--- src/sv/ssp_ram.sv ---
// Generic simple dual-port RAM with one write port and a registered read port.
`default_nettype none
module ssp_ram #(
   parameter int WIDTH = 8,
   parameter int DEPTH = 16
) (
   input  wire logic                     clock,
   input  wire logic                     wr_en,
   input  wire logic [$clog2(DEPTH)-1:0] wr_addr,
   input  wire logic [WIDTH-1:0]         wr_data,
   input  wire logic                     rd_en,
   input  wire logic [$clog2(DEPTH)-1:0] rd_addr,
   output logic      [WIDTH-1:0]         rd_data
);

   logic [WIDTH-1:0] mem_ff [DEPTH];
   logic [WIDTH-1:0] rd_data_ff;

   // A read of the address being written returns the old contents.
   always_ff @(posedge clock) begin
      if (wr_en) begin
         mem_ff[wr_addr] <= wr_data;
      end
      if (rd_en) begin
         rd_data_ff <= mem_ff[rd_addr];
      end
   end

   assign rd_data = rd_data_ff;

endmodule
`default_nettype wire

--- config.mk ---
export PLATFORM = sky130hd
export DESIGN_NAME = ssp_ram
export DESIGN_NICKNAME = d
export VERILOG_FILES = /design/src/sv/ssp_ram.sv
export SDC_FILE = /design/constraint.sdc
export NUM_CORES = 1
export LEC_CHECK = 0
export ABC_CLOCK_PERIOD_IN_PS = 3080
export BUFFER_PORTS_ARGS = -buffer_cell sky130_fd_sc_hd__buf_2
export CORE_MARGIN = 1.5
export CORE_UTILIZATION = 65
export CTS_BUF_LIST = sky130_fd_sc_hd__clkbuf_4
export CTS_CLUSTER_SIZE = 24
export DETAILED_ROUTE_END_ITERATION = 16
export GPL_TIMING_DRIVEN = 1
export PLACE_DENSITY = 0.82
export SLEW_MARGIN = 25
export SYNTH_ARGS = -nofsm -noshare
export SYNTH_HDL_FRONTEND = slang
export SYNTH_SLANG_ARGS = --single-unit
--- constraint.sdc ---
create_clock -name clock -period 3.08 [get_ports clock]
set_input_delay 0 -clock clock [delete_from_list [all_inputs] [get_ports clock]]
set_output_delay 0 -clock clock [all_outputs]
set_load 0.01 [all_outputs]
==> results of run 1 <==
## worst max-delay path, stage by stage
cell and delay (ps):
dlygate4sd3_1 530, buf_2 150, nand2b_1 200, nor2_1 740
## report_power, final
group | leakage [uW] | switching [uW] | total, uW | internal (uW)
clock | 0.000148 | 625 | 1190 | 564
sequential | 0.00124 | 12.1 | 2090 | 2080
combinational | 0.000548 | 104 | 186 | 81.8
## sequential cells by signal, summed over array words and instances, names as in the netlist
signal,cells
rd_data,8
mem_ff,128
## final cells by class
| class | instances | area, um^2 | share of cell area |
|---|---|---|---|
| Timing Repair Buffer | 42 | 278 | 0.0475 |
| Multi-Input combinational cell | 83 | 1060 | 0.181 |
| Sequential cell | 136 | 4080 | 0.698 |
| Clock inverter | 15 | 176 | 0.0302 |
| Clock buffer | 17 | 128 | 0.0218 |
| Tap cell | 102 | 128 | 0.0218 |
## cells in the mapped netlist
master,instances
edfxtp_1,136
mux4_2,18
a22oi_1,16
mux4_1,14
nor2_1,13
nand2_1,9
nor3_1,4
buf_2,3
buf_6,3
clkdlybuf4s25_2,3
nand2b_1,2
nand3b_1,2
and2_1,1
and2b_1,1
buf_4,1
nand3_1,1
nor2b_1,1
or3b_2,1
## stage by stage
stage          hold WS (ps)  utilization  total power [uW]  instances  setup WS, ps
3_3_place_gp            377        0.700              2310        352          1240
2_1_floorplan          98.9            -              2240        229          1590
4_1_cts                2.74        0.753              3490        395          1610
6_report               41.4        0.753              3470        395          1610
3_5_place_dp            384        0.700              2310        352          1260
5_1_grt                2.13        0.753              3580        395          1540
## worst max path at each step
stage | start | to | slack [ps] | depth (start not counted)
after floorplan | wr_addr[2] | mem_ff[0][0] | 1590 | 2
after global placement | rd_addr[0] | rd_data[4] | 1240 | 5
after detailed placement | rd_addr[0] | rd_data[2] | 1260 | 5
after CTS | mem_ff[11][6] | rd_data[6] | 1610 | 3
after global routing | mem_ff[1][2] | rd_data[2] | 1540 | 3
final | wr_addr[0] | mem_ff[14][7] | 1610 | 4
## routing by layer
metal | vias to the layer above | GRT usage | share of wire
met2 | 127 | 0.372 | 0.52
li1 | 1089 | - | -
met3 | 10 | 0.0813 | 0.082
met1 | 1222 | 0.318 | 0.38
met5 | - | 0 | 0
met4 | 0 | 0.0795 | 0.012
## repair_timing
action	CTS	global route
endpoints found under the hold margin	147	0
hold buffers	11	0
gates resized for setup	0	0
## cell families after synthesis
| family | share of synthesized area |
|---|---|
| buffers and inverters | 0.0165 |
| AO/OA/AOI/OAI | 0.0230 |
| multiplexers | 0.148 |
| flip-flops | 0.781 |
| AND/OR/NAND/NOR | 0.0314 |
==> results.toml, run 1 <==
[setup_path]
reg2reg_depth = 3
crit_required_ps = 3230
crit_fanout = 8
r2r-start = "mem_ff[9][4]"
critPathKind = "in -> reg"
rrSetupSlack_ps = 1610
r2r-end = "rd_data[4]"
critPathLaunchType = "primary input"
arrival_ps = 1620
end_kind = "flip-flop"

[detailed_routing]
antenna_left = 0
avgRoutedWirePerCell_um = 22.6
drtPass1Iterations = 4
drc = 0
routed_wl_um = 8930
drt_iter0_drc = 170
vias = 2448
via_per_inst = 6.20

[timing]
finalMaxSlewViolations = 0
rsz0062_at_grt = "false"
fin_crit_ps = 1470
worst_pin_slew_ps = 949
skew_ps = 10.2
final-hold-violation-count = 0
max_clock_freq_mhz = 678
setup_tns_ps = 0
slew_headroom = 0.365
min_period_over_period = 0.479
finalSetupViolations = 0

[global_route]
grt_pass1_wl_um = 13500
first_global_vias = 2456
antenna_found_initial = 0
grt_overflow = 0
track_usage = 0.237
grt_max_degree = 33

[clocking]
cts_tree = "yes"
clock_latency_ps = 520
path_clk_slew_ps = 110
cts_max_path_buffers = 2
numCtsBuffers = 17
cts_root_buffer = "clkbuf_4"
cts.sink_count = 136
post_cts_buffers = 0
htreeDepth = 4

[logic_synthesis]
synth_area_leader_cell = "edfxtp_1"
yosys_warnings = 0
synth_area_leaders = "edfxtp_1, mux4_2, mux4_1"
ys_ff_latch = 136
seq_area_frac_synth = 0.781
synthCells = 229
postSynthAreaPerCell_um2 = 22.8
synth_area_mm2 = 0.00523
synthDistinctLibCells = 18
yosysTopAreaCellShare = 0.781
syn_nets = 248

[place]
numPortBuffers = 26
placed_area_mm2 = 0.00544
place_congestion = 0.757
dp_hpwl_um = 5480

[die]
die-area_mm2 = 0.00859
io-pin-count = 27
die-width_um = 92.7
core_mm2 = 0.00777
start_util = 0.673
fp-row-count = 32
fp.dieH_um = 92.7

[finish]
area_delta_synth_final_pct = 11.9
final_cell_area_mm2 = 0.00585
final_common_cell = "edfxtp_1"
drive_above_1_share = 0.276
fin_nets = 299
diodes = 0
final_cell_mix = "edfxtp_1, buf_2, mux4_2"
n_fill_cell = 425

[power_and_ir_drop]
power.leakage_uw = 0.00193
cellPowerDensity_mw_per_mm2 = 593
peakVddDrop_mv = 0.433

[hold_path]
hold_path_depth = 3
min_to = "mem_ff[0][5]"
hold_start = "wr_addr[1]"
holdCritPathClass = "in -> reg"

[flow_run]
drv_cap = 0

[status]
status = "completed"
Power figures use the tool's default switching activity.
==> run 2, diff against run 1 <==
- ABC_CLOCK_PERIOD_IN_PS: 3080 -> 1500
- CORE_UTILIZATION: 65 -> 63
- PLACE_DENSITY: 0.82 -> 0.8
- clock period: 3.08 -> 1.5 ns (I/O delays scaled with it)
==> run 2 against run 1 <==
Compared with the run above: worst hold slack got worse by 4.5 ps; via count increased by 7.8%; sequential power increased by 110%; critical path depth decreased by 1; count of clock-buffer cells in the layout unchanged; non-clock buffer count increased by 20; critical path type is now reg -> reg; highest routed layer unchanged.
==> results.toml, run 2 (synthesis gave the netlist of run 1 again) <==
[detailed_routing]
antenna_left = 0
via_per_inst = 6.32
drt_iter0_drc = 298
avgRoutedWirePerCell_um = 24.1
drc = 0
drtPass1Iterations = 6
vias = 2640
routed_wl_um = 10100

[timing]
fin_crit_ps = 1460
finalSetupViolations = 0
final-hold-violation-count = 0
min_period_over_period = 0.971
max_clock_freq_mhz = 687
finalMaxSlewViolations = 0
slew_headroom = 0.729
rsz0062_at_grt = "false"
skew_ps = 17.0
worst_pin_slew_ps = 407

[clocking]
post_cts_buffers = 0
cts_tree = "yes"
numCtsBuffers = 17
htreeDepth = 4
cts.sink_count = 136
cts_root_buffer = "clkbuf_4"
path_clk_slew_ps = 130
cts_max_path_buffers = 2
clock_latency_ps = 520

[die]
fp-row-count = 33
io-pin-count = 27
die-width_um = 94.1
die-area_mm2 = 0.00885
fp.dieH_um = 94.1
core_mm2 = 0.00813
start_util = 0.643

[finish]
final_cell_mix = "edfxtp_1, buf_2, mux4_2"
final_cell_area_mm2 = 0.00606
area_delta_synth_final_pct = 16.0
final_util = 0.745
fin_nets = 319
regMostFlops = "mem_ff"
largest_register_ffs = 128
diodes = 0
final_common_cell = "edfxtp_1"
drive_above_1_share = 0.358

[setup_path]
crit_required_ps = 1780
end_kind = "flip-flop"
critPathKind = "reg -> reg"
reg2reg_depth = 3
crit_fanout = 1
critPathLaunchType = "flip-flop"
arrival_ps = 1740

[power_and_ir_drop]
swShare = 0.246
cellPowerDensity_mw_per_mm2 = 1140
clock_power_share = 0.309
p_comb_frac = 0.069
p_switching_uw = 1700
cell_internal_pwr_uw = 5210
power.leakage_uw = 0.00205
total_power_uw = 6910
seq_power_share = 0.622
peakVddDrop_mv = 0.708

[global_route]
track_usage = 0.255
first_global_vias = 2547
grt_overflow = 0
grt_pass1_wl_um = 15100
grt_max_degree = 17
antenna_found_initial = 0

[status]
status = "completed"

[hold_path]
holdCritPathClass = "in -> reg"
hold_path_depth = 3

[place]
place_congestion = 0.776
dp_hpwl_um = 6470
numPortBuffers = 26
placed_area_mm2 = 0.00569

[flow_run]
drv_cap = 0
[run 2: cell types whose count changed in the layout (fill, tap and decap cells not counted), sizes merged]
cell,before,now
buf,31,52
bufinv,3,0
clkinv,4,6
clkinvlp,5,1
dlygate4sd3,11,10
inv,3,8
[run 2: path summary, 6_finish.rpt]
path | start | endpoint | slack, ps
setup / recovery | mem_ff[11][0] | rd_data[0] | 40
hold / removal | wr_addr[1] | mem_ff[8][1] | 40
setup reg to reg | mem_ff[11][0] | rd_data[0] | 40
hold reg to reg | mem_ff[14][3] | rd_data[3] | 780
[run 2: through the flow]
step	setup TNS, ps	hold slack [ps]	setup WS [ps]	instances
finish	0	36.9	43.8	418
global route	0	3.84	0.956	418
CTS	0	2.27	4.89	417
detailed placement	-301	368	-148	376
global placement	-170	377	-108	376
floorplan	0	98.9	7.13	229
[run 2: final cells by class]
class                           count  area, um^2
Sequential cell                   136        4080
Fill cell                         436        2070
Multi-Input combinational cell     83        1080
Timing Repair Buffer               62         513
Clock inverter                     15         131
Tap cell                          105         131
Clock buffer                       17         128
[run 2: per-layer routing]
layer | GRT usage | wire, um | up-vias | share of wire
li1 | - | - | 1128 | -
met2 | 0.394 | 4950 | 162 | 0.49
met3 | 0.0655 | 923 | 21 | 0.092
met5 | 0 | 0 | - | 0
met4 | 0.0821 | 184 | 0 | 0.018
met1 | 0.365 | 4010 | 1329 | 0.40
[run 2: repair_timing]
item / CTS / global route
endpoints found under the hold margin: 136 / 1
gates resized for setup: 3 / 6
setup endpoints to repair: 3 / 4
hold buffers: 9 / 1
pin swaps: 0 / 0
[run 2: critical path, cell delays in order (launching register included)]
cell	delay [ps]
edfxtp_1	380
mux4_2	500
a22oi_2	260
nand2_1	90
[run 2: power groups by stage]
| stage | Combinational, uW | Sequential (uW) | Clock [uW] |
|---|---|---|---|
| floorplan | 216 | 4390 | 0 |
| global placement | 431 | 4380 | 0 |
| detailed placement | 443 | 4380 | 0 |
| CTS | 467 | 4300 | 2170 |
| global route | 506 | 4310 | 2350 |
| finish | 476 | 4300 | 2140 |
